## src/rtl/assert_macros.svh

```systemverilog
// assertion macros used by the top-level rtl file
`ifndef ASSERT_MACROS_SVH
`define ASSERT_MACROS_SVH

// checked only while out of reset
`define SDWR_ASSERT(lbl, prop, msg) \
    lbl: assert property (@(posedge clk) disable iff (!rst_n) prop) else $error(msg);

// checked at every edge, reset included
`define SDWR_ASSERT_ALWAYS(lbl, prop, msg) \
    lbl: assert property (@(posedge clk) prop) else $error(msg);

`endif

```

## src/rtl/sdwr_pkg.sv

```systemverilog
// package: widths, stage record and status codes of the signed divider
`timescale 1ns / 1ps

package sdwr_pkg;

    localparam int DW = 64;

    localparam logic STATUS_OK       = 1'b0;
    localparam logic STATUS_ZERO_DIV = 1'b1;

    // control part of one pipeline stage
    typedef struct packed {
        logic valid;
        logic neg_q;
        logic neg_r;
        logic zero;
    } sdwr_ctrl_t;

    // data part of one pipeline stage
    typedef struct packed {
        logic [DW-1:0] rem;
        logic [DW-1:0] nq;
        logic [DW-1:0] den;
    } sdwr_data_t;

endpackage

```

## src/rtl/sdwr_fix.sv

```systemverilog
// output stage: sign correction, zero divisor override, result register
`timescale 1ns / 1ps

module sdwr_fix (
    input  logic                     clk,
    input  logic                     rst_n,
    input  logic                     adv,
    input  sdwr_pkg::sdwr_ctrl_t     ctrl_in,
    input  sdwr_pkg::sdwr_data_t     data_in,
    output logic                     res_valid,
    output logic [sdwr_pkg::DW-1:0]  res_quotient,
    output logic [sdwr_pkg::DW-1:0]  res_remainder,
    output logic                     res_status
);
    import sdwr_pkg::*;

    logic          valid_reg;
    logic [DW-1:0] quotient_reg;
    logic [DW-1:0] quotient_next;
    logic [DW-1:0] remainder_reg;
    logic [DW-1:0] remainder_next;
    logic          status_reg;
    logic          status_next;

    always_comb
    begin
        if (ctrl_in.zero)
        begin
            quotient_next  = '0;
            remainder_next = '0;
            status_next    = STATUS_ZERO_DIV;
        end
        else
        begin
            quotient_next  = ctrl_in.neg_q ? (~data_in.nq + 1'b1) : data_in.nq;
            remainder_next = ctrl_in.neg_r ? (~data_in.rem + 1'b1) : data_in.rem;
            status_next    = STATUS_OK;
        end
    end

    always_ff @(posedge clk or negedge rst_n)
    begin
        if (!rst_n)
        begin
            valid_reg <= 1'b0;
        end
        else if (adv)
        begin
            valid_reg <= ctrl_in.valid;
        end
    end

    always_ff @(posedge clk)
    begin
        if (adv)
        begin
            quotient_reg  <= quotient_next;
            remainder_reg <= remainder_next;
            status_reg    <= status_next;
        end
    end

    assign res_valid     = valid_reg;
    assign res_quotient  = quotient_reg;
    assign res_remainder = remainder_reg;
    assign res_status    = status_reg;

endmodule

```

## config.mk

```make
export PLATFORM = sky130hd
export DESIGN_NAME = sdwr_fix
export DESIGN_NICKNAME = d
export VERILOG_FILES = /design/src/rtl/assert_macros.svh /design/src/rtl/sdwr_pkg.sv /design/src/rtl/sdwr_fix.sv
export SDC_FILE = /design/constraint.sdc
export NUM_CORES = 1
export LEC_CHECK = 0
export BUFFER_PORTS_ARGS = -buffer_cell sky130_fd_sc_hd__buf_2
export CAP_MARGIN = 20
export CORE_UTILIZATION = 40
export CTS_BUF_LIST = sky130_fd_sc_hd__clkbuf_4 sky130_fd_sc_hd__clkbuf_8
export CTS_CLUSTER_SIZE = 14
export DETAILED_ROUTE_END_ITERATION = 16
export PLACE_DENSITY = 0.72
export SLEW_MARGIN = 20
export SYNTH_ARGS = -nofsm -noshare
export SYNTH_HDL_FRONTEND = slang
export SYNTH_SLANG_ARGS = --single-unit
```

## constraint.sdc

```tcl
create_clock -name clk -period 1.9 [get_ports clk]
set_input_delay 0 -clock clk [delete_from_list [all_inputs] [get_ports clk]]
set_output_delay 0 -clock clk [all_outputs]
set_load 0.05 [all_outputs]
```

==> flow_summary.toml <==
[status]
outcome = "completed"

[detailed_routing]
num_vias = 8961
first_pass_iters = 7
wl_met2_um = 13400
dr.max_layer_used = "met4"
drt-met1-wl_um = 11600
vias_per_cell = 5.59
wl_per_cell_um = 17.3
dr.first_iter.drc_count = 616
ant_nets = 0
drc = 0
wl_met3_um = 1810
wirelength_um = 27800

[grt]
antenna_found_initial = 2
grt_pass1_wl_um = 43200
grt_max_degree = 88
overflow = 0
grt_pass1_vias = 8502
grt.total_usage_pct = 25.1

[die]
core_region_area_mm2 = 0.0205
dieHeight_um = 147
design.die.area_mm2 = 0.0217
initial_utilization_pct = 41.2
die_w_um = 147
ios = 329
core.rowCount = 52

[timing]
fin_crit_sh_pct = 99.4
finClkSkew_ns = 0
fmax_mhz = 529
setup_viol = 0
max-slew-margin-rel_pct = 69.3
worst_slew_pin_slew_ns = 0.454
fin_crit_ns = 1.89
tns_ns = 0
slew_violations = 0
rsz0062_at_grt = "true"
hold_viol = 0

[logic_synthesis]
synthCells = 862
synth_top_area_share_pct = 45.8
ys_async_sr_fraction_pct = 0.769
seq_area_frac_synth_pct = 46.1
ys_top_cells_by_count = "edfxtp_1 (129), nor2_1 (124), xor2_1 (62), nor3_1 (49), clkbuf_1 (42)"
synthTopCellsByArea = "edfxtp_1 (46%), xor2_1 (6.4%), nor2_1 (5.5%)"
synth_edf_count = 129
synth_flop_cell = "edfxtp_1"
synth_area_per_cell_um2 = 9.80
ys_types = 57
synth_seq_cells = 130
synth_nets = 1063
synth_largest_area_cell = "edfxtp_1"
synth.most_common_cell = "edfxtp_1"
synth_warnings = 0
netlist_area_mm2 = 0.00845

[clock_tree]
clk_latency_ns = 0.45
cts_buffers = 17
cts_tree = "yes"
cts_max_level = 4
numClockSinks = 130
cts_max_path_buffers = 2
cts_setup_buffers = 0
clock-root-buffer = "clkbuf_8"
clk_pin_slew_ns = 0.09

[setup_path]
slowest_delay_ns = 0.55
crit_slowest_cell = "dlygate4sd3_1"
rrSetupSlack_ns = 1.15
reg2reg_depth = 1
crit_buf_inv = 2
crit_fanout = 5
cp_data_required_time_ns = 2.12
reg2reg_to = "res_valid"
path_class = "in -> reg"
r2r-start = "res_valid"
worst-endpoint-arrival_ns = 2.11
cp-end-kind = "register"
crit_path_start_kind = "primary input"
cp_top_family = "simple AND/OR/NAND/NOR gates"
path_cells = "dlygate4sd3_1 > buf_2 > nor4_1 > nand4_1 > nor2_1 > a41oi_1 > mux2_2"

[worst_hold_path]
hold_start = "data_in[84]"
min_path_cells = 4
hold_path.class = "in -> reg"
whs_endpoint = "res_quotient[20]"

[power]
p_leak_nw = 4.97
ir_worst_vdd_v = 0.000384
p_per_area_mw_per_mm2 = 682

[layout]
synthToLayoutAreaGrowth_pct = 47.0
final_layout_size_suffix_gt1_share_pct = 38.1
stdcell_count = 1604
nNetsFinal = 1520

[placed_design]
gp_congestion = 0.881
dp_cells = 1486
io_buffers = 264
dp_hpwl_um = 19500

[flow_run]
drv_cap = 0
per-stage QoR:
| step | cell area (um2) | setup WS (ns) | hold slack (ns) | total power [mW] | util [%] |
|---|---|---|---|---|---|
| after floorplan | 8520 | -0.0878 | -0.296 | 5.09 | - |
| after global placement | 11100 | -0.182 | -0.226 | 5.93 | 54.2 |
| after detailed placement | 11100 | -0.260 | -0.224 | 5.96 | 54.2 |
| after CTS | 12300 | 0.00661 | 0.00261 | 8.50 | 60.2 |
| after global routing | 12400 | -0.0610 | 0.00716 | 8.79 | 60.6 |
| final | 12400 | 0.0110 | 0.0278 | 8.47 | 60.6 |
cell families after synthesis:
| group | after synthesis | synth area share, % |
|---|---|---|
| simple gates | 408 | 26.5 |
| compound gates | 159 | 12.8 |
| flops | 130 | 46.1 |
| xor+xnor | 66 | 6.84 |
| buf+inv | 62 | 2.87 |
| mux | 35 | 4.55 |
| fa+ha+maj | 2 | 0.296 |
power breakdown:
group	switching, mW	leakage (nW)	internal, mW
clock network	1.20	0.195	1.21
registers	0.0754	1.26	3.46
logic	1.72	3.52	0.801
total	3.00	4.97	5.48
final cells by class:
| class | instances | area [um2] |
|---|---|---|
| Inverter | 13 | 48.8 |
| Tap cell | 270 | 338 |
| Fill cell | 1752 | 8070 |
| Multi-Input combinational cell | 670 | 4460 |
| Antenna cell | 2 | 5.00 |
| Sequential cell | 130 | 3900 |
| Clock buffer | 19 | 255 |
| Timing Repair Buffer | 487 | 3280 |
| Clock inverter | 13 | 138 |
registers in the layout, indices dropped and copies added, names as in the netlist:
name / cells
res_quotient: 64
res_remainder: 64
res_status: 1
res_valid: 1
layer usage:
layer	GRT usage (%)	up-vias
met3	5.71	62
met4	12.1	0
met2	40.4	372
li1	-	4226
met1	31.9	4301
met5	0	-
cell usage in the layout (no fill, tap or decap), drive strengths merged, types with 3 or more instances in the layout:
| master | count |
|---|---|
| nor4 | 28 |
| nor3b | 5 |
| nand2b | 11 |
| a211oi | 5 |
| or2 | 3 |
| nor3 | 54 |
| edfxtp | 129 |
| dlygate4sd3 | 84 |
| clkinv | 9 |
| clkbuf | 19 |
| a21oi | 33 |
| nand4 | 17 |
| o31ai | 32 |
| a31oi | 11 |
| o311ai | 16 |
| nand4b | 4 |
| or3 | 28 |
| mux2 | 24 |
| o41ai | 20 |
| nor2b | 25 |
| nor4b | 7 |
| buf | 403 |
| nor2 | 124 |
| and3 | 21 |
| o21ai | 32 |
| or4 | 13 |
| mux2i | 11 |
| nand3 | 22 |
| xnor2 | 4 |
| inv | 12 |
| xor2 | 62 |
| nand2 | 39 |
| nand3b | 3 |
| clkinvlp | 3 |
worst max-delay path by stage:
stage                 start           endpoint  slack [ns]  depth (start not counted)
6_report       data_in[167]  res_remainder[48]        0.01                          7
5_1_grt        data_in[167]  res_remainder[56]       -0.06                          8
4_1_cts        data_in[174]  res_remainder[62]       0.007                          6
3_5_place_dp   data_in[130]  res_remainder[55]       -0.26                          8
3_3_place_gp   data_in[130]  res_remainder[39]       -0.18                          7
2_1_floorplan  data_in[180]  res_remainder[63]       -0.09                          7
what timing repair did:
item | 4_1_cts | 5_1_grt
gates resized for setup | 0 | 18
hold endpoints to repair | 105 | 0
hold buffers | 84 | 0
endpoints found under the setup margin | 0 | 29
No activity file was read; power rests on OpenSTA's default activity.
