--- src/rtl/assert_macros.svh ---
// assertion macros used by the top-level rtl file
`ifndef ASSERT_MACROS_SVH
`define ASSERT_MACROS_SVH

// checked only while out of reset
`define SDWR_ASSERT(lbl, prop, msg) \
    lbl: assert property (@(posedge clk) disable iff (!rst_n) prop) else $error(msg);

// checked at every edge, reset included
`define SDWR_ASSERT_ALWAYS(lbl, prop, msg) \
    lbl: assert property (@(posedge clk) prop) else $error(msg);

`endif

--- src/rtl/sdwr_pkg.sv ---
// package: widths, stage record and status codes of the signed divider
`timescale 1ns / 1ps

package sdwr_pkg;

    localparam int DW = 64;

    localparam logic STATUS_OK       = 1'b0;
    localparam logic STATUS_ZERO_DIV = 1'b1;

    // control part of one pipeline stage
    typedef struct packed {
        logic valid;
        logic neg_q;
        logic neg_r;
        logic zero;
    } sdwr_ctrl_t;

    // data part of one pipeline stage
    typedef struct packed {
        logic [DW-1:0] rem;
        logic [DW-1:0] nq;
        logic [DW-1:0] den;
    } sdwr_data_t;

endpackage

--- src/rtl/sdwr_cell.sv ---
// one restoring division step: one quotient bit per cell
`timescale 1ns / 1ps

module sdwr_cell (
    input  logic                  clk,
    input  logic                  rst_n,
    input  logic                  adv,
    input  sdwr_pkg::sdwr_ctrl_t  ctrl_in,
    input  sdwr_pkg::sdwr_data_t  data_in,
    output sdwr_pkg::sdwr_ctrl_t  ctrl_out,
    output sdwr_pkg::sdwr_data_t  data_out
);
    import sdwr_pkg::*;

    sdwr_ctrl_t  ctrl_reg;
    sdwr_data_t  data_reg;
    sdwr_data_t  data_next;
    logic [DW:0]   partial;
    logic [DW+1:0] diff;
    logic          qbit;

    // shift next dividend bit into the partial remainder, trial subtract
    always_comb
    begin
        partial   = {data_in.rem, data_in.nq[DW-1]};
        diff      = {1'b0, partial} - {2'b00, data_in.den};
        qbit      = ~diff[DW+1];
        data_next.rem = qbit ? diff[DW-1:0] : partial[DW-1:0];
        data_next.nq  = {data_in.nq[DW-2:0], qbit};
        data_next.den = data_in.den;
    end

    always_ff @(posedge clk or negedge rst_n)
    begin
        if (!rst_n)
        begin
            ctrl_reg <= '0;
        end
        else if (adv)
        begin
            ctrl_reg <= ctrl_in;
        end
    end

    always_ff @(posedge clk)
    begin
        if (adv)
        begin
            data_reg <= data_next;
        end
    end

    assign ctrl_out = ctrl_reg;
    assign data_out = data_reg;

endmodule

--- config.mk ---
export PLATFORM = sky130hd
export DESIGN_NAME = sdwr_cell
export DESIGN_NICKNAME = d
export VERILOG_FILES = /design/src/rtl/assert_macros.svh /design/src/rtl/sdwr_pkg.sv /design/src/rtl/sdwr_cell.sv
export SDC_FILE = /design/constraint.sdc
export NUM_CORES = 1
export LEC_CHECK = 0
export BUFFER_PORTS_ARGS = -buffer_cell sky130_fd_sc_hd__buf_2
export CORE_MARGIN = 3
export CORE_UTILIZATION = 30
export DETAILED_ROUTE_END_ITERATION = 16
export SYNTH_ARGS = -nofsm -noshare
export SYNTH_HDL_FRONTEND = slang
export SYNTH_SLANG_ARGS = --single-unit
--- constraint.sdc ---
create_clock -name clk -period 0.8 [get_ports clk]
set_clock_uncertainty 0.05 [all_clocks]
set_input_delay 0.16 -clock clk [delete_from_list [all_inputs] [get_ports clk]]
set_output_delay 0.16 -clock clk [all_outputs]
set_load 0.05 [all_outputs]
==> results of run 1 <==
## power by group
group | internal (mW) | switching [mW] | total (mW)
logic | 7.13 | 8.49 | 15.6
clock network | 4.72 | 4.20 | 8.92
registers | 12.6 | 0.628 | 13.3
## flip-flops by register name (all words and copies together) (netlist names)
| register | count |
|---|---|
| data_out | 192 |
| ctrl_out | 4 |
## layer usage
metal | share of wire | vias to the layer above | wire length (um) | global-route usage
met3 | 0.066 | 51 | 2669 | 0.04430
met2 | 0.52 | 336 | 21010 | 0.3707
met5 | 0.00032 | - | 13 | 0
li1 | - | 5146 | - | -
met1 | 0.39 | 5064 | 15860 | 0.2347
met4 | 0.024 | 2 | 987 | 0.07371
## cell usage in the layout, fill, tap and decap left out, types with 32 or more instances in the layout
cell           instances
a21oi_1               88
a21oi_2               41
buf_12                36
buf_2                190
buf_4                287
buf_6                193
dlygate4sd3_1        134
edfxtp_1             192
ha_1                  41
inv_1                 70
nand2_1               70
nor2_1                53
nor2_4                32
xnor2_1               33
## through the flow
step	total power [mW]	utilization	cell area, sq um	instances	TNS, ps
6_report	37.81	0.5972	20330	2259	-201380
5_1_grt	39.39	0.5972	20320	2258	-217050
4_1_cts	37.27	0.5780	19670	2239	-209710
3_5_place_dp	25.99	0.4736	16120	2058	-189640
3_3_place_gp	25.88	0.4736	16120	2058	-185180
2_1_floorplan	20.85	-	11050	937	-129350
## timing repair
action	4_1_cts	5_1_grt
resized for setup	443	121
pin swaps	30	36
cloned	2	3
setup endpoints to repair	265	265
setup buffers	13	18
endpoints found under the hold margin	159	8
## logic make-up (layout without fill, tap and decap cells)
kind of cell               count (synthesis)  in the layout  synth area share
buffers and inverters                    107            977           0.04195
DFF                                      196            196            0.5587
muxes                                     17             17           0.01823
AOI/OAI and AO/OA                        262            262            0.1573
xor gates and xnor gates                  57             57           0.04755
and+or+nand+nor                          233            233           0.09808
adders and majority gates                 65             65           0.07818
other                                      0              4                 0
## worst max-delay path, cell delays in order
cell and delay (ps):
buf_8 100, ha_4 160, inv_2 50, fa_2 210, a21o_1 190, a31oi_4 120
a2bb2oi_2 160, a311oi_2 270, o21ai_1 120, buf_4 160, o211ai_4 190, a21oi_2 90
o31a_1 370, or3b_1 390, a41o_1 190
## cell type report
| cell class | instances | area (sq um) |
|---|---|---|
| inverter | 84 | 335.3 |
| fill | 2660 | 13710 |
| sequential | 196 | 5871 |
| timing repair buffer | 861 | 7689 |
| clock inverter | 14 | 170.2 |
| antenna | 4 | 10.01 |
| multi-input combinational | 634 | 5263 |
| tap | 448 | 560.5 |
| clock buffer | 18 | 429.2 |
## synth_stat cells (all sizes together) (6+ instances only)
library cell,count,share of area
edfxtp,192,0.55
a21oi,132,0.063
nor2,95,0.034
inv,84,0.030
nand2,75,0.027
ha,64,0.076
xnor2,33,0.028
o21ai,32,0.015
xor2,24,0.020
a21o,23,0.016
buf,17,0.0098
mux2,17,0.018
nand3,13,0.0062
o21bai,13,0.0093
a31oi,9,0.0068
nand4,9,0.0054
o21a,8,0.0057
a211oi,7,0.0060
clkbuf,6,0.0021
nor2b,6,0.0036
o211ai,6,0.0048
## path summary, 6_finish.rpt
path	to	from	slack, ps
worst max-delay path	data_out[190]	data_in[0]	-1990
max in group asynchronous	ctrl_out[0]	rst_n	30
worst max register to register	ctrl_out[2]	ctrl_out[2]	-180
worst min register to register	ctrl_out[1]	ctrl_out[1]	490
worst min-delay path	data_out[132]	data_in[131]	-40
min in group asynchronous	ctrl_out[3]	rst_n	530
==> results by stage, run 1 <==
Clock tree:
- Hold repair after CTS inserted 134 buffers.
- The clock buffer count from CTS is 17.
- The clock tree from TritonCTS is built.
- No sink is reached through more buffers than the 2 on the longest clock path.
- The root buffer cell is clkbuf_16.
- Counting every sink on the clock net gives 196.
- The CTS H-tree depth is 4.
- The clock latency on the worst-skew pair is 440 ps.
- After clock tree synthesis, the clock-pin slew on the worst setup and hold paths is 80 ps.

Setup path:
- The type of origin of the critical path is a primary input.
- For the worst setup path, the data arrival time is 2940 ps.
- The highest fanout seen on the critical path is 5.
- The number of cell instances on the worst register-to-register path is 2.
- The worst setup path category is primary input to flop.
- At the worst endpoint, the required time is 960 ps.
- The critical path capture point type is a flop.

Logic synthesis:
- Counting every net in the synthesized netlist gives 1201.
- The average footprint of a synthesized cell is 11.20 sq um.
- Summing every instance area after synthesis gives 10500 sq um.
- After synthesis, the share of flip-flops with an asynchronous set or reset is 0.02041.
- For this run, the register share of the synthesized area comes to 0.5587.
- The synthesized design contains 196 register bits.
- The count of cell types in the netlist is 60.
- The number of flops mapped to enable cells by yosys is 192.
- During synthesis, Yosys emitted a total of 0 warnings.
- The cell count after synthesis is ~940.
- The most used flip-flop cell after synthesis is edfxtp_1.

Global route:
- The via count of the first global-routing pass came to 10900.
- The initial antenna violation count is 5.
- The first global-routing pass estimated 58.29 mm of wire.
- Entering global routing, the biggest net connects 30 pins.
- The overall global routing resource usage is 0.2036.
- After global routing the overflow that remains totals 0.

Min path:
- The type of the tightest min-delay check is primary input to flop.
- Counting instances, the worst hold path has a depth of 2.

Floorplan:
- The initial utilization of the core area, before any placement, comes to 0.3085.
- The die is 193.1 um tall.
- The boundary pin count is roughly 400.
- In this run the horizontal extent of the chip is 193.1 um.
- The placeable core area is 34040 sq um.
- The floorplan has 67 rows.
- The floorplan step defined a die boundary enclosing around 37000 sq um.

Timing:
- The final number of setup-violating endpoints is 266.
- The shortest period the worst path allows is 2787 ps.
- Setup repair after global routing could not meet its margin everywhere.
- The worst slew margin relative to its limit is 0.6302.
- The final number of hold-violating endpoints is 5.
- In the finished design, the share of the clock period the worst path needs comes to 3.484.
- The achievable clock frequency is 358.8 MHz.
- The worst-case hold slack is -38.38 ps.
- For the pin with the worst max-slew slack, the measured transition is 548.9 ps.
- The final count of pins violating max slew is 0.
- The worst setup slack after layout is -1987 ps.

Pwr:
- The cell leakage power is 8.961 nW.
- Dividing total power by cell area gives a power density of 1860 nW/um^2.
- VDD sags by at most 1465 uV.

Route:
- The initial detailed-routing violation count is 545.
- The per-cell routed wire length is 17.95 um.
- The detailed-route wire length is 40.54 mm.
- The average vias per placed instance is 4.692.
- The DRC violations left is 0.
- The detailed router placed 10600 vias in this run.
- Before antenna repair, the detailed router went through 5 iterations.
- The post-detailed-route count of antenna-violating nets is 0.

Run status:
- The flow ran to the end, but the final reports show violations.
- The checks that failed: hold timing, setup timing.

Final layout:
- At the end of the flow, the number of nets in the layout was 2058.
- The fraction of layout cells with a size suffix above 1 is 0.5274.
- Compared with the post-synthesis result, the final layout area differs by 93.61%.

Job:
- The number of violations of the max-capacitance limit is 0.

Placed design:
- Once detailed placement completed, the half-perimeter wirelength came to 29.23 mm.
- The placement-stage worst setup slack is -2646 ps.
- The congestion estimate from routability-driven global placement came to roughly 0.8.
- Port buffering added between 300 and 400 buffers.
No activity file was read; power rests on OpenSTA's default activity.
==> run 2: changes to the inputs <==
--- a/config.mk
+++ b/config.mk
@@ -5,10 +5,10 @@
 export SDC_FILE = /design/constraint.sdc
 export NUM_CORES = 1
 export LEC_CHECK = 0
-export BUFFER_PORTS_ARGS = -buffer_cell sky130_fd_sc_hd__buf_2
 export CORE_MARGIN = 3
 export CORE_UTILIZATION = 30
 export DETAILED_ROUTE_END_ITERATION = 16
+export DONT_BUFFER_PORTS = 1
 export SYNTH_ARGS = -nofsm -noshare
 export SYNTH_HDL_FRONTEND = slang
 export SYNTH_SLANG_ARGS = --single-unit
==> results by stage, run 2 (synthesized netlist as in run 1, its figures left out) <==
Min path:
- The number of stages on the worst hold path is 0.
- The type of the tightest min-delay check is primary input to flop.

Global route:
- The wire length of the first global-routing pass is between 50 and 60 mm.
- The overflow left after global routing is 0.
- The overall global routing resource usage is 0.2120.
- The initial antenna violation count came to 1.
- The via count of the first global-routing pass is 10450.
- Entering global routing, the biggest net connects about 200 pins.

Final layout:
- In the final layout, the share of cells above drive strength 1 is 0.4319.
- The repair_antennas step left the layout with diodes totalling 0.
- For this run, the share of the core covered by cells in the final layout is 0.6111.
- The flip-flop count of the largest register after layout is 192.
- The library cell used most frequently in the layout, excluding fill and tap cells, is buf_4.
- Leaving out fill and tap cells, the most frequent cells in the layout are buf_4, buf_12, edfxtp_1.
- The number of nets at the end of the flow is 1851.
- The finished cells cover 20800 sq um.
- Relative to the synthesized area, the layout overhead comes to 98.12%.

Job:
- The number of violations of the max-capacitance limit is 0.

Setup path:
- The largest single stage delay on the critical path is 350 ps.
- The arrival time at the worst endpoint is 2830 ps.
- Of all nets on the critical path, the largest fanout is 7.
- The signal on the critical path passes through inv_8 > ha_4 > o211ai_1 > a21o_1 > a21oi_2 > a221o_2 > a31oi_4 > o41ai_4 > a211oi_2 > o31ai_4 > buf_6 > buf_12 > mux2_4.
- The worst setup path is launched from a primary input.
- The cell type of the slowest stage on the worst timing path is o41ai_4.
- At the worst endpoint, the required time is 960 ps.
- The worst setup path category is primary input to flop.
- The number of cells on the worst reg-to-reg path is 2.
- The critical path capture point type is a flop.

Pwr:
- The cell leakage power is 8.647 nW.
- VDD sags by at most about 2200 uV.
- In this run the power density over the cells is 1889 nW/um^2.

Clock tree:
- The clock latency on the worst-skew pair is ~450 ps.
- The CTS H-tree depth is 4.
- In this run the deepest clock path goes through 2 buffers.
- Clock-pin slew was measured on the worst setup and hold paths at 80 ps.
- The clock tree from TritonCTS is built.
- The clock net in this run drives a total of 196 sinks.
- For this design, the CTS-stage hold fixing added 191 buffers.
- In this run, CTS created clock tree buffers numbering 17.
- The root buffer cell chosen for the clock tree is clkbuf_16.

Route:
- The first detailed-routing pass took 5 iterations.
- Dividing the detail-routed wire length by the instance count gives 20.37 um.
- The count of nets left with antenna violations once routing finished came out at 0.
- After the first detailed-routing iteration, the DRC count stood at roughly 560.
- Across all layers, the routed design uses 10030 vias.
- The average vias per placed instance is 4.896.
- Summed over all layers, the routed wires come to 41.71 mm.
- After detailed routing, the number of remaining DRC violations is 0.

Placed design:
- The number of input and output port buffers inserted is 0.
- The final weighted congestion in routability-driven placement is ~0.85.
- Detailed placement ended at an HPWL of approximately 28 mm.
- The post-place instance area is 17070 sq um.

Run status:
- The flow ran to the end, but the final reports show violations.
- The checks that failed: hold timing, setup timing.

Timing:
- The worst slew margin relative to its limit is 0.4595.
- The final count of pins violating max slew is 0.
- After layout, the minimum clock period comes to 2677 ps.
- The post-route clock period utilization is 3.346.
- Final hold analysis gives a worst-case slack of -251.9 ps.
- The worst setup slack after layout is -1877 ps.
- Setup repair after global routing could not meet its margin everywhere.
- Setup violations remaining at the end of the flow were counted as between 200 and 300.
- The achievable clock frequency is roughly 370 MHz.
- For the pin with the worst max-slew slack, the measured transition is 810.7 ps.
- The final number of hold-violating endpoints is 36.

Floorplan:
- In this run the horizontal extent of the chip is 193.1 um.
- In this run the vertical extent of the chip is 193.1 um.
- The floorplan has 67 rows.
- For this design the top-level I/O count stands at 395.
- The total area inside the core boundary comes to 34040 sq um.
- The die covers 37280 sq um.
- The initial utilization of the core area, before any placement, comes to 0.3085.
run 2: timing repair:
action	CTS	global route
setup endpoints to repair	265	268
endpoints found under the hold margin	391	135
gates cloned	3	4
gates resized for setup	119	101
pin swaps	24	30
buffers inserted	17	9
run 2: layout make-up:
class,instances,area [sq um]
fill,2526,13240
timing repair buffer,654,8122
sequential,196,5871
multi-input combinational,634,5266
tap,448,560.5
clock buffer,21,450.4
inverter,84,364.1
clock inverter,11,166.4
run 2: worst paths after layout:
check / from / to / slack, ps
max: data_in[2] / data_out[175] / -1880
min: data_in[0] / data_out[0] / -250
max reg2reg: ctrl_out[1] / ctrl_out[1] / -180
min reg2reg: ctrl_out[3] / ctrl_out[3] / 480
max in group asynchronous: rst_n / ctrl_out[1] / 550
min in group asynchronous: rst_n / ctrl_out[3] / -60
run 2: stage by stage:
step | worst slack [ps] | hold slack (ps) | total power, mW | instances | TNS [ps]
6_report | -1877 | -251.9 | 39.30 | 2048 | -207420
5_1_grt | -1958 | -281.6 | 40.72 | 2048 | -221400
4_1_cts | -1863 | -275.2 | 38.86 | 2038 | -205780
3_5_place_dp | -2546 | -185.5 | 28.07 | 1795 | -154960
3_3_place_gp | -2460 | -185.5 | 27.90 | 1795 | -153920
2_1_floorplan | -2033 | -185.6 | 20.85 | 937 | -129350
run 2: report_power, final:
part	switching (mW)	internal [mW]	leakage, nW
clock network	4.21	5.10	0.296
registers	0.926	12.7	1.92
logic	8.07	8.31	6.43
run 2: per-layer routing:
metal / GRT usage / wire [um] / up-vias
met4: 0.06175 / 830 / 2
li1: - / - / 4733
met2: 0.3881 / 21820 / 373
met5: 0 / 13 / -
met1: 0.2394 / 15670 / 4869
met3: 0.06093 / 3385 / 50
run 2: worst max-delay path, delay by kind of cell:
family	cells	cell delay, ps
buffers and inverters	3	360
multiplexers	1	310
AO/OA/AOI/OAI	8	1720
adder cells (fa/ha/maj)	1	260
