--- config.mk ---
export PLATFORM = sky130hd
export DESIGN_NAME = sdwr_prep
export DESIGN_NICKNAME = d
export VERILOG_FILES = /design/src/rtl/assert_macros.svh /design/src/rtl/sdwr_pkg.sv /design/src/rtl/sdwr_prep.sv
export SDC_FILE = /design/constraint.sdc
export NUM_CORES = 1
export LEC_CHECK = 0
export BUFFER_PORTS_ARGS = -buffer_cell sky130_fd_sc_hd__buf_2
export CORE_AREA = 2 2 127 129
export DETAILED_ROUTE_END_ITERATION = 16
export DIE_AREA = 0 0 129 131
export GPL_TIMING_DRIVEN = 0
export PLACE_DENSITY_LB_ADDON = 0.25
export SYNTH_ARGS = -nofsm -noshare
export SYNTH_HDL_FRONTEND = slang
export SYNTH_SLANG_ARGS = --single-unit
--- constraint.sdc ---
create_clock -name clk -period 1.85 [get_ports clk]
set_clock_uncertainty 0.15 [all_clocks]
set_input_delay 0.4625 -clock clk [delete_from_list [all_inputs] [get_ports clk]]
set_output_delay 0.4625 -clock clk [all_outputs]
set_load 0.01 [all_outputs]
--- src/rtl/assert_macros.svh ---
// assertion macros used by the top-level rtl file
`ifndef ASSERT_MACROS_SVH
`define ASSERT_MACROS_SVH

// checked only while out of reset
`define SDWR_ASSERT(lbl, prop, msg) \
    lbl: assert property (@(posedge clk) disable iff (!rst_n) prop) else $error(msg);

// checked at every edge, reset included
`define SDWR_ASSERT_ALWAYS(lbl, prop, msg) \
    lbl: assert property (@(posedge clk) prop) else $error(msg);

`endif

--- src/rtl/sdwr_pkg.sv ---
// package: widths, stage record and status codes of the signed divider
`timescale 1ns / 1ps

package sdwr_pkg;

    localparam int DW = 64;

    localparam logic STATUS_OK       = 1'b0;
    localparam logic STATUS_ZERO_DIV = 1'b1;

    // control part of one pipeline stage
    typedef struct packed {
        logic valid;
        logic neg_q;
        logic neg_r;
        logic zero;
    } sdwr_ctrl_t;

    // data part of one pipeline stage
    typedef struct packed {
        logic [DW-1:0] rem;
        logic [DW-1:0] nq;
        logic [DW-1:0] den;
    } sdwr_data_t;

endpackage

--- src/rtl/sdwr_prep.sv ---
// input stage: operand magnitudes, sign flags and zero divisor detect
`timescale 1ns / 1ps

module sdwr_prep (
    input  logic                      clk,
    input  logic                      rst_n,
    input  logic                      adv,
    input  logic                      src_valid,
    input  logic [sdwr_pkg::DW-1:0]   src_num,
    input  logic [sdwr_pkg::DW-1:0]   src_den,
    output sdwr_pkg::sdwr_ctrl_t      ctrl_out,
    output sdwr_pkg::sdwr_data_t      data_out
);
    import sdwr_pkg::*;

    sdwr_ctrl_t ctrl_reg;
    sdwr_ctrl_t ctrl_next;
    sdwr_data_t data_reg;
    sdwr_data_t data_next;

    always_comb
    begin
        ctrl_next.valid = src_valid;
        ctrl_next.neg_q = src_num[DW-1] ^ src_den[DW-1];
        ctrl_next.neg_r = src_num[DW-1];
        ctrl_next.zero  = (src_den == '0);
        data_next.rem   = '0;
        data_next.nq    = src_num[DW-1] ? (~src_num + 1'b1) : src_num;
        data_next.den   = src_den[DW-1] ? (~src_den + 1'b1) : src_den;
    end

    always_ff @(posedge clk or negedge rst_n)
    begin
        if (!rst_n)
        begin
            ctrl_reg <= '0;
        end
        else if (adv)
        begin
            ctrl_reg <= ctrl_next;
        end
    end

    always_ff @(posedge clk)
    begin
        if (adv)
        begin
            data_reg <= data_next;
        end
    end

    assign ctrl_out = ctrl_reg;
    assign data_out = data_reg;

endmodule

==> key figures, run 1 <==
Status
  – Status: complete, but fails checks
  – Violated checks: setup timing

Route
  – Drc violations: 0
  – Post-Route WL: 29,600 µm
  – Initial DRC Count: approximately 670
  – Detail Route Antenna Nets: 0
  – Vias: roughly 7,300
  – Vias per inst: ~5.6
  – First drt pass iteration count: 5
  – Routed wire per std cell: between 20 and 25 µm

Global route
  – Number of global-route vias before repair: just under 7,000
  – Grt total ovfl: 0
  – Antenna violations before repair: 0
  – First-pass GRT wire length: about 37,000 µm
  – Largest net degree at the start of global routing: 69
  – Gr usage total: about 30%

Timing
  – Slew HR: 24.6%
  – Final worst path period share: 135%
  – Fmax: 401 MHz
  – Crit path time final: 2.49 ns
  – Worst setup margin: -0.644 ns
  – Slew @ Worst Pin: about 1.1 ns
  – RSZ-0062 raised after global routing: true
  – Final setup viols: between 90 and 100
  – Final hold viol count: 0
  – Max-slew violations: 0

Synthesis
  – Number of synthesized flops with an enable pin: 128
  – Async S/R FF share, synth: a little over 3%
  – Sequential fraction of the synthesis area: roughly 53%
  – Mapped Cells: 634
  – Number of unique standard cell types used by synthesis: between 40 and 50
  – Post-Syn Area: around 0.0075 mm²
  – Post-synthesis register bit count: approximately 130
  – Post-Syn Area per Cell: 11.8 µm²
  – Main synth FF type: edfxtp_1
  – Yosys Warn Count: 0

Clock network
  – H-tree level count: 4
  – CTS tree: built
  – CTS max path bufs: 2
  – Num Clock Sinks: about 130
  – Clock root cell: clkbuf_16
  – Cts bufs inserted: 17
  – Clock latency on the worst-skew pair: 0.42 ns
  – Clk pin slew, worst setup/hold paths: ~0.06 ns

Final layout
  – Fillers: 776
  – End-of-flow core utilization: roughly 83%
  – Multi-input gate area: ~0.0049 mm²
  – Fin cells: around 1,300
  – Post-route cell area: around 0.013 mm²
  – Share of cells above drive strength 1: between 60% and 70%
  – Reg area: a little under 0.004 mm²
  – Synthesis-to-layout area growth: 74.7%
  – Final net count: about 1,200

Setup path
  – Crit path max fanout: 5
  – CP arrival: ~2.5 ns
  – Crit Path Category: primary input to register
  – Critical path data required time: 1.86 ns
  – Startpoint Class: primary input
  – R2r setup slk: approximately 0.96 ns
  – Worst Setup End Kind: register

Power
  – Worst VDD drop: about 0.60 mV
  – Static Leak: about 5.4 nW
  – Total chip power: slightly above 9 mW
  – Pwr dens: 701 mW/mm²

Floorplanning
  – # rows: between 40 and 50
  – Core area: about 0.016 mm²
  – Die ar.: approximately 0.017 mm²
  – Io pins: 328
  – Initial core utilization: 47.8%
  – Die H: ~130 µm
  – Die X: 129 µm

Flow run
  – Max_cap viols: 0

Placement
  – Final Wtd Congestion: ~0.87
  – Post-Place Cells: ~1,200
  – IO Port Bufs: between 200 and 300
  – Place WS: -1.41 ns
  – DP Wirelength: 16,400 µm
  – Placed cell areas: approximately 0.010 mm²

Min path
  – Hold Crit Class: primary input to register
## power breakdown
| part | switching, mW | internal (mW) | leakage, nW | total (mW) |
|---|---|---|---|---|
| registers | 0.101 | 3.66 | 1.30 | 3.76 |
| clock network | 1.33 | 2.08 | 0.278 | 3.41 |
| logic | 1.07 | 0.874 | 3.84 | 1.95 |
| total | 2.50 | 6.62 | 5.42 | 9.12 |
## worst max-delay path: stages
cell and delay, ns:
buf_8 0.09, or4_4 0.51, or3_4 0.45, or3_4 0.47, o41ai_4 0.38, xnor2_1 0.13
## sequential cells by signal, summed over array words and instances, names as in the netlist
register  flops
ctrl_out      4
data_out    128
## worst paths after layout
| kind | from | cells after the start | to |
|---|---|---|---|
| hold / removal | src_num[0] | 1 | data_out[64] |
| setup / recovery | src_den[45] | 6 | data_out[62] |
| setup reg to reg | ctrl_out[3] | 1 | ctrl_out[3] |
| max in group asynchronous | rst_n | 2 | ctrl_out[0] |
| min in group asynchronous | rst_n | 2 | ctrl_out[1] |
| hold reg to reg | ctrl_out[1] | 1 | ctrl_out[1] |
## cells in the final DEF, fill, tap and decap left out, drive strengths merged, types with 2 or more instances in the layout
| cell | synthesis | routed |
|---|---|---|
| clkinv | 0 | 8 |
| nand2b | 3 | 3 |
| nand3 | 9 | 9 |
| diode | 0 | 2 |
| xnor2 | 119 | 119 |
| conb | 1 | 64 |
| o31a | 2 | 2 |
| ha | 2 | 2 |
| buf | 72 | 430 |
| clkinvlp | 0 | 2 |
| nand2 | 39 | 39 |
| nand3b | 2 | 2 |
| o21ai | 29 | 29 |
| o31ai | 43 | 43 |
| nor4 | 12 | 12 |
| nor3 | 14 | 14 |
| edfxtp | 128 | 128 |
| inv | 8 | 8 |
| nor2 | 18 | 18 |
| bufinv | 0 | 3 |
| clkbuf | 15 | 31 |
| or4b | 2 | 2 |
| xor2 | 4 | 4 |
| nand4 | 6 | 6 |
| or2 | 11 | 11 |
| or3 | 32 | 32 |
| or4 | 21 | 21 |
| o41ai | 28 | 28 |
| a21oi | 2 | 2 |
| mux2 | 2 | 2 |
| dfrtp | 4 | 4 |
## metrics by stage
step	hold slack (ns)	setup TNS, ns
final	0.102	-32.22
after global routing	0.103	-35.17
after CTS	0.0974	-29.05
after detailed placement	0.139	-98.82
after global placement	0.138	-278.97
after floorplan	0.0169	-50.86
## layout make-up
cell class / count / area share (%)
Antenna cell: 2 / 0.0384
Buffer: 80 / 4.61
Clock buffer: 18 / 3.30
Clock inverter: 13 / 1.09
Inverter: 8 / 0.269
Multi-Input combinational cell: 470 / 37.9
Sequential cell: 132 / 30.3
Tap cell: 216 / 2.08
Timing Repair Buffer: 365 / 20.4
## synthesized netlist by cell type, drive strengths merged (2+ instances only)
cell type    n  area (µm²)
nand4        6        37.5
nand2b       3        18.8
or4b         2        20.0
or2         11        68.8
mux2         2        22.5
o31a         2        17.5
nor4        12        93.8
inv          8        30.0
or4         21         165
clkbuf      15        56.3
o31ai       43         323
dfrtp        4         100
o21ai       29         145
nand2       39         146
ha           2        25.0
nand3b       2        15.0
nor2        18        67.6
edfxtp     128        3840
or3         32         205
nand3        9        45.0
a21oi        2        10.0
buf         72         522
nor3        14        70.1
xor2         4        35.0
xnor2      119        1040
o41ai       28         275
## layer usage
metal / GRT usage [%] / vias to the layer above / routed length [µm]
met5: 0 / - / 0
met4: 12.5 / 0 / 1410
met3: 7.86 / 120 / 2800
met2: 52.9 / 502 / 15400
met1: 32.7 / 3515 / 9930
li1: - / 3157 / -
## cells by family after synthesis
group	count (synthesis)	synth area share [%]
AOI/OAI and AO/OA	107	10.6
xor gates and xnor gates	123	14.5
adders and majority gates	2	0.336
buffers and inverters	95	8.16
DFF	132	52.9
muxes	2	0.302
other	1	0.0503
and+or+nand+nor	172	13.1
## repair_timing
| action | 4_1_cts | 5_1_grt |
|---|---|---|
| pin swaps | 89 | 79 |
| hold buffers | 1 | 0 |
| buffers inserted | 61 | 43 |
| hold endpoints to repair | 4 | 0 |
| gates cloned | 1 | 1 |
| endpoints found under the setup margin | 99 | 113 |
| gates resized for setup | 205 | 136 |
No activity file was read; power rests on OpenSTA's default activity.
==> run 2, diff against run 1 <==
==> constraint.sdc (replaced) <==
create_clock -name clk -period 3.24 [get_ports clk]
set_clock_uncertainty 0.15 [all_clocks]
set_input_delay 0.81 -clock clk [delete_from_list [all_inputs] [get_ports clk]]
set_output_delay 0.81 -clock clk [all_outputs]
set_load 0.01 [all_outputs]
==> key figures, run 2 (synthesized netlist as in run 1, its figures left out) <==
Status
  – Status: finished clean

Final layout
  – Share of cells above drive strength 1: 38.8% (-23 points)
  – Final net count: 1,115 (-7.7%)
  – Commonest non-fill, non-tap cell in the layout: buf_2
  – Antenna cells: 0 (-2)
  – Max FFs per register: 128 (unchanged)
  – Most frequent cells in the layout: buf_2 (264), edfxtp_1 (128), xnor2_1 (119), buf_4 (66), conb_1 (64)
  – End-of-flow core utilization: 63.4% (-20 points)
  – Synthesis-to-layout area growth: 32.7%
  – Fin cells: 1,208 (-7.4%)

Flow run
  – Max_cap viols: 0 (unchanged)

Timing
  – Final worst path period share: 97.0%
  – Slew @ Worst Pin: 0.647 ns (-0.484 ns)
  – Final setup viols: 0 (-100%)
  – Slew HR: 56.9% (+32 points)
  – Worst Hold Margin: 0.0468 ns (-0.0552 ns)
  – Crit path time final: 3.14 ns
  – Fmax: around 320 MHz
  – Setup TNS: 0 ns (+32.22 ns)
  – RSZ-0062 raised after global routing: false
  – Max-slew violations: 0 (unchanged)
  – Final hold viol count: 0 (unchanged)

Clock network
  – Clock latency on the worst-skew pair: 0.42 ns (about the same)
  – H-tree level count: 4 (unchanged)
  – Cts bufs inserted: 17 (unchanged)
  – Clk pin slew, worst setup/hold paths: 0.06 ns (about the same)
  – Clock root cell: clkbuf_16
  – Num Clock Sinks: 132 (unchanged)
  – CTS max path bufs: 2 (unchanged)
  – CTS Hold Buffers Added: 0 (-1)
  – CTS tree: built

Route
  – First drt pass iteration count: 5 (unchanged)
  – Post-Route WL: 20,500 µm (-31%)
  – Vias per inst: 5.04 (-9.9%)
  – Drc violations: 0 (unchanged)
  – Initial DRC Count: 324 (-52%)
  – Vias: 6,087 (-17%)
  – Detail Route Antenna Nets: 0 (unchanged)
  – Routed wire per std cell: 16.9 µm (-25%)

Global route
  – First-pass GRT wire length: 30,400 µm (-19%)
  – Grt total ovfl: 0 (unchanged)
  – Gr usage total: 23.7% (-5.6 points)
  – Antenna violations before repair: 1 (+1)
  – Largest net degree at the start of global routing: 76 (+10%)
  – Number of global-route vias before repair: 5,813 (-14%)

Setup path
  – Crit path max fanout: 7 (+2)
  – CP arrival: 3.15 ns (+0.65 ns)
  – Worst Setup End Kind: register
  – Startpoint Class: primary input
  – Critical path data required time: 3.25 ns (+1.39 ns)
  – Crit Path Category: primary input to register

Floorplanning
  – Core area: 0.0156 mm² (unchanged)
  – Die X: 129 µm (unchanged)
  – Die ar.: 0.0169 mm² (unchanged)
  – Initial core utilization: 47.8% (unchanged)
  – Die H: 131 µm (unchanged)
  – Io pins: 328 (unchanged)
  – # rows: 46 (unchanged)

Power
  – Worst VDD drop: 0.330 mV (-45%)
  – Pwr dens: 485 mW/mm² (-31%)
  – Static Leak: 3.90 nW (-28%)

Placement
  – DP Wirelength: 15,700 µm (-4.6%)
  – Final Wtd Congestion: 0.804 (-7.4%)
  – IO Port Bufs: 262 (unchanged)
  – Post-Place Cells: 1,176 (unchanged)

Min path
  – Hold Crit Class: primary input to asynchronous set/reset pin
## run 2: changes by cell type in the layout (fill, tap and decap cells not counted), sizes merged
cell           delta
clkdlybuf4s15     -1
dlygate4sd3       -1
clkinvlp          +1
clkbuf            +1
bufinv            -1
diode             -2
buf              -93
## run 2: metrics by stage
step / area, µm² / setup WS [ns] / power, mW
after global routing: 9890 / 0.00493 / 4.98
after floorplan: 7690 / 0.0254 / 2.60
after CTS: 9860 / 0.0852 / 4.81
after global placement: 9270 / -0.512 / 2.99
final: 9890 / 0.0987 / 4.79
after detailed placement: 9300 / -0.564 / 3.00
## run 2: cell type report
class	instances	area, µm²
inverter	8	30.0
sequential	132	3940
clock buffer	17	425
multi-input combinational	470	3160
clock inverter	13	119
timing repair buffer	265	1360
fill	1325	5710
buffer	87	578
tap	216	270
## run 2: worst paths after layout
path / startpoint / end / slack, ns / cells past startpoint
max: src_den[39] / data_out[60] / 0.1 / 8
min: rst_n / ctrl_out[3] / 0.05 / 1
max reg2reg: ctrl_out[3] / ctrl_out[3] / 2.35 / 1
min reg2reg: ctrl_out[3] / ctrl_out[3] / 0.36 / 1
max in group asynchronous: rst_n / ctrl_out[0] / 2.75 / 1
min in group clk: ctrl_out[3] / ctrl_out[3] / 0.36 / 1
## run 2: timing repair
item / in CTS / in global routing
gates resized for setup: 0 / 3
setup endpoints to repair: 11 / 10
setup buffers: 2 / 0
pin swaps: 2 / 0
## run 2: worst max-delay path: stages
cell     delay [ns]
buf_2          0.12
or4_4          0.57
or3_1          0.39
buf_2          0.17
or3_4          0.39
buf_6          0.15
o41ai_2        0.43
xnor2_1        0.12
## run 2: layer usage
metal	up-vias	global-route usage, %	part of all wire (%)
met4	2	9.65	2.2
met3	35	9.24	10
li1	2963	-	-
met1	2814	26.5	38
met2	273	40.9	50
met5	-	0	0.073
## run 2: report_power, final
group / internal [mW] / switching, mW / leakage (nW)
sequential: 2.09 / 0.0425 / 1.30
combinational: 0.367 / 0.469 / 2.33
clock: 1.11 / 0.718 / 0.262
==> run 3, diff against run 2 <==
--- a/config.mk
+++ b/config.mk
@@ -6,9 +6,10 @@
 export NUM_CORES = 1
 export LEC_CHECK = 0
 export BUFFER_PORTS_ARGS = -buffer_cell sky130_fd_sc_hd__buf_2
-export CORE_AREA = 2 2 127 129
+export CELL_PAD_IN_SITES_DETAIL_PLACEMENT = 1
+export CELL_PAD_IN_SITES_GLOBAL_PLACEMENT = 2
+export CORE_UTILIZATION = 31
 export DETAILED_ROUTE_END_ITERATION = 16
-export DIE_AREA = 0 0 129 131
 export GPL_TIMING_DRIVEN = 0
 export PLACE_DENSITY_LB_ADDON = 0.25
 export SYNTH_ARGS = -nofsm -noshare
==> key figures, run 3 (synthesized netlist as in run 1, its figures left out) <==
Floorplanning
  – Core area: 0.0235 mm² (+51%)
  – Io pins: 328 (unchanged)
  – # rows: 56 (+22%)
  – Initial core utilization: 31.6% (-16 points)
  – Die X: 157 µm (+22%)
  – Die H: 157 µm (+20%)
  – Die ar.: 0.0247 mm² (+46%)

Clock network
  – CTS tree: built
  – Clock latency on the worst-skew pair: 0.41 ns (about the same)
  – H-tree level count: 4 (unchanged)
  – Num Clock Sinks: 132 (unchanged)
  – CTS max path bufs: 2 (unchanged)
  – Clock root cell: clkbuf_16
  – Clk pin slew, worst setup/hold paths: 0.06 ns (about the same)
  – Cts bufs inserted: 17 (unchanged)

Timing
  – Slew @ Worst Pin: 0.798 ns (+0.151 ns)
  – Fmax: 318 MHz (about the same)
  – Crit path time final: 3.14 ns (-0.000452 ns)
  – Final hold viol count: 0 (unchanged)
  – Final worst path period share: 96.9% (about the same)
  – Max-slew violations: 0 (unchanged)
  – Slew HR: 46.8% (-10 points)
  – Final setup viols: 0 (unchanged)
  – RSZ-0062 raised after global routing: false

Final layout
  – Synthesis-to-layout area growth: 35.5%
  – Commonest non-fill, non-tap cell in the layout: buf_2
  – Share of cells above drive strength 1: 39.5% (+0.73 points)
  – Most frequent cells in the layout: buf_2 (264), edfxtp_1 (128), xnor2_1 (119), buf_4 (66), conb_1 (64)
  – Fillers: 2,730 (+110%)
  – Final net count: 1,115 (unchanged)
  – Fin cells: 1,314 (+8.8%)
  – End-of-flow core utilization: 42.9% (-20 points)
  – Max FFs per register: 128 (unchanged)

Global route
  – First-pass GRT wire length: 36,200 µm (+19%)
  – Grt total ovfl: 0 (unchanged)
  – Gr usage total: 19.7% (-4.0 points)
  – Largest net degree at the start of global routing: 70 (-7.9%)
  – Number of global-route vias before repair: 6,347 (+9.2%)
  – Antenna violations before repair: 3 (+2)

Setup path
  – Critical path data required time: 3.25 ns (about the same)
  – Startpoint Class: primary input
  – CP arrival: 3.15 ns (about the same)
  – CP Launch Point: src_den[11]
  – Worst Setup End Kind: register
  – R2r startpoint: ctrl_out[1]
  – Crit path max fanout: 10 (+3)
  – Crit Path Category: primary input to register

Placement
  – DP Wirelength: 18,700 µm (+19%)
  – Final Wtd Congestion: 0.777 (-3.3%)
  – Post-Place Cells: 1,279 (+8.8%)
  – IO Port Bufs: 262 (unchanged)

Route
  – Vias per inst: 4.70 (-6.8%)
  – Detail Route Antenna Nets: 0 (unchanged)
  – Drc violations: 0 (unchanged)
  – Initial DRC Count: 278 (-14%)
  – First drt pass iteration count: 4 (-1)
  – Routed wire per std cell: 18.5 µm (+9.4%)
  – Vias: 6,173 (+1.4%)
  – Post-Route WL: 24,300 µm (+19%)

Min path
  – Hold Crit Class: primary input to asynchronous set/reset pin

Power
  – Worst VDD drop: 0.235 mV (-29%)
  – Pwr dens: 496 mW/mm² (+2.2%)
  – Static Leak: 3.93 nW (+0.85%)

Flow run
  – Max_cap viols: 0 (unchanged)

Status
  – Status: finished clean
-- run 3: worst max-delay path, stage by stage --
cell and delay, ns:
buf_2 0.12, or4_4 0.60, nor4_4 0.24, or4b_1 0.52, buf_2 0.21, buf_2 0.22, o31ai_1 0.32, xnor2_1 0.11
-- run 3: through the flow --
| step | setup TNS (ns) | hold slack (ns) | setup slack (ns) | instance area [µm²] | total power, mW |
|---|---|---|---|---|---|
| 2_1_floorplan | 0 | 0.364 | 0.0254 | 7690 | 2.60 |
| 3_3_place_gp | -80.80 | 0.336 | -0.619 | 9400 | 3.01 |
| 3_5_place_dp | -20.03 | 0.345 | -0.737 | 9430 | 3.03 |
| 4_1_cts | 0 | 0.0315 | 0.0105 | 10100 | 5.06 |
| 5_1_grt | 0 | 0.0253 | 0.0105 | 10100 | 5.22 |
| 6_report | 0 | 0.0495 | 0.0991 | 10100 | 5.00 |
-- run 3: worst paths after layout --
kind | end | slack (ns) | depth (start not counted)
setup / recovery | data_out[55] | 0.1 | 8
hold / removal | ctrl_out[1] | 0.05 | 1
setup reg to reg | ctrl_out[1] | 2.33 | 1
hold reg to reg | ctrl_out[3] | 0.36 | 1
max in group asynchronous | ctrl_out[2] | 2.76 | 1
min in group clk | ctrl_out[3] | 0.36 | 1
-- run 3: report_power, final --
| part | switching (mW) | leakage, nW | internal (mW) |
|---|---|---|---|
| sequential | 0.0447 | 1.30 | 2.09 |
| combinational | 0.486 | 2.34 | 0.368 |
| clock | 0.799 | 0.288 | 1.22 |
-- run 3: final cells by class --
| cell class | instances | area, µm² | share of cell area (%) |
|---|---|---|---|
| multi-input cells | 470 | 3180 | 31.5 |
| plain buffers | 87 | 579 | 5.74 |
| repair buffers | 265 | 1360 | 13.5 |
| flip-flops and latches | 132 | 3940 | 39.1 |
| clock buffers | 17 | 425 | 4.21 |
| clock inverters | 15 | 179 | 1.77 |
| well taps | 319 | 399 | 3.95 |
| diodes | 1 | 2.50 | 0.0248 |
| inverters | 8 | 30.0 | 0.297 |
-- run 3: metal layers --
| layer | share of wire [%] | global-route usage, % | up-vias |
|---|---|---|---|
| met5 | 0.053 | 0 | - |
| met4 | 0.81 | 4.25 | 2 |
| met3 | 8.4 | 6.94 | 16 |
| met2 | 51 | 35.8 | 211 |
| met1 | 39 | 22.2 | 2982 |
| li1 | - | - | 2962 |
-- run 3: what timing repair did --
item,4_1_cts,5_1_grt
hold buffers,0,0
buffers inserted,2,0
gates resized for setup,2,5
pin swaps,2,0
endpoints found under the setup margin,15,12
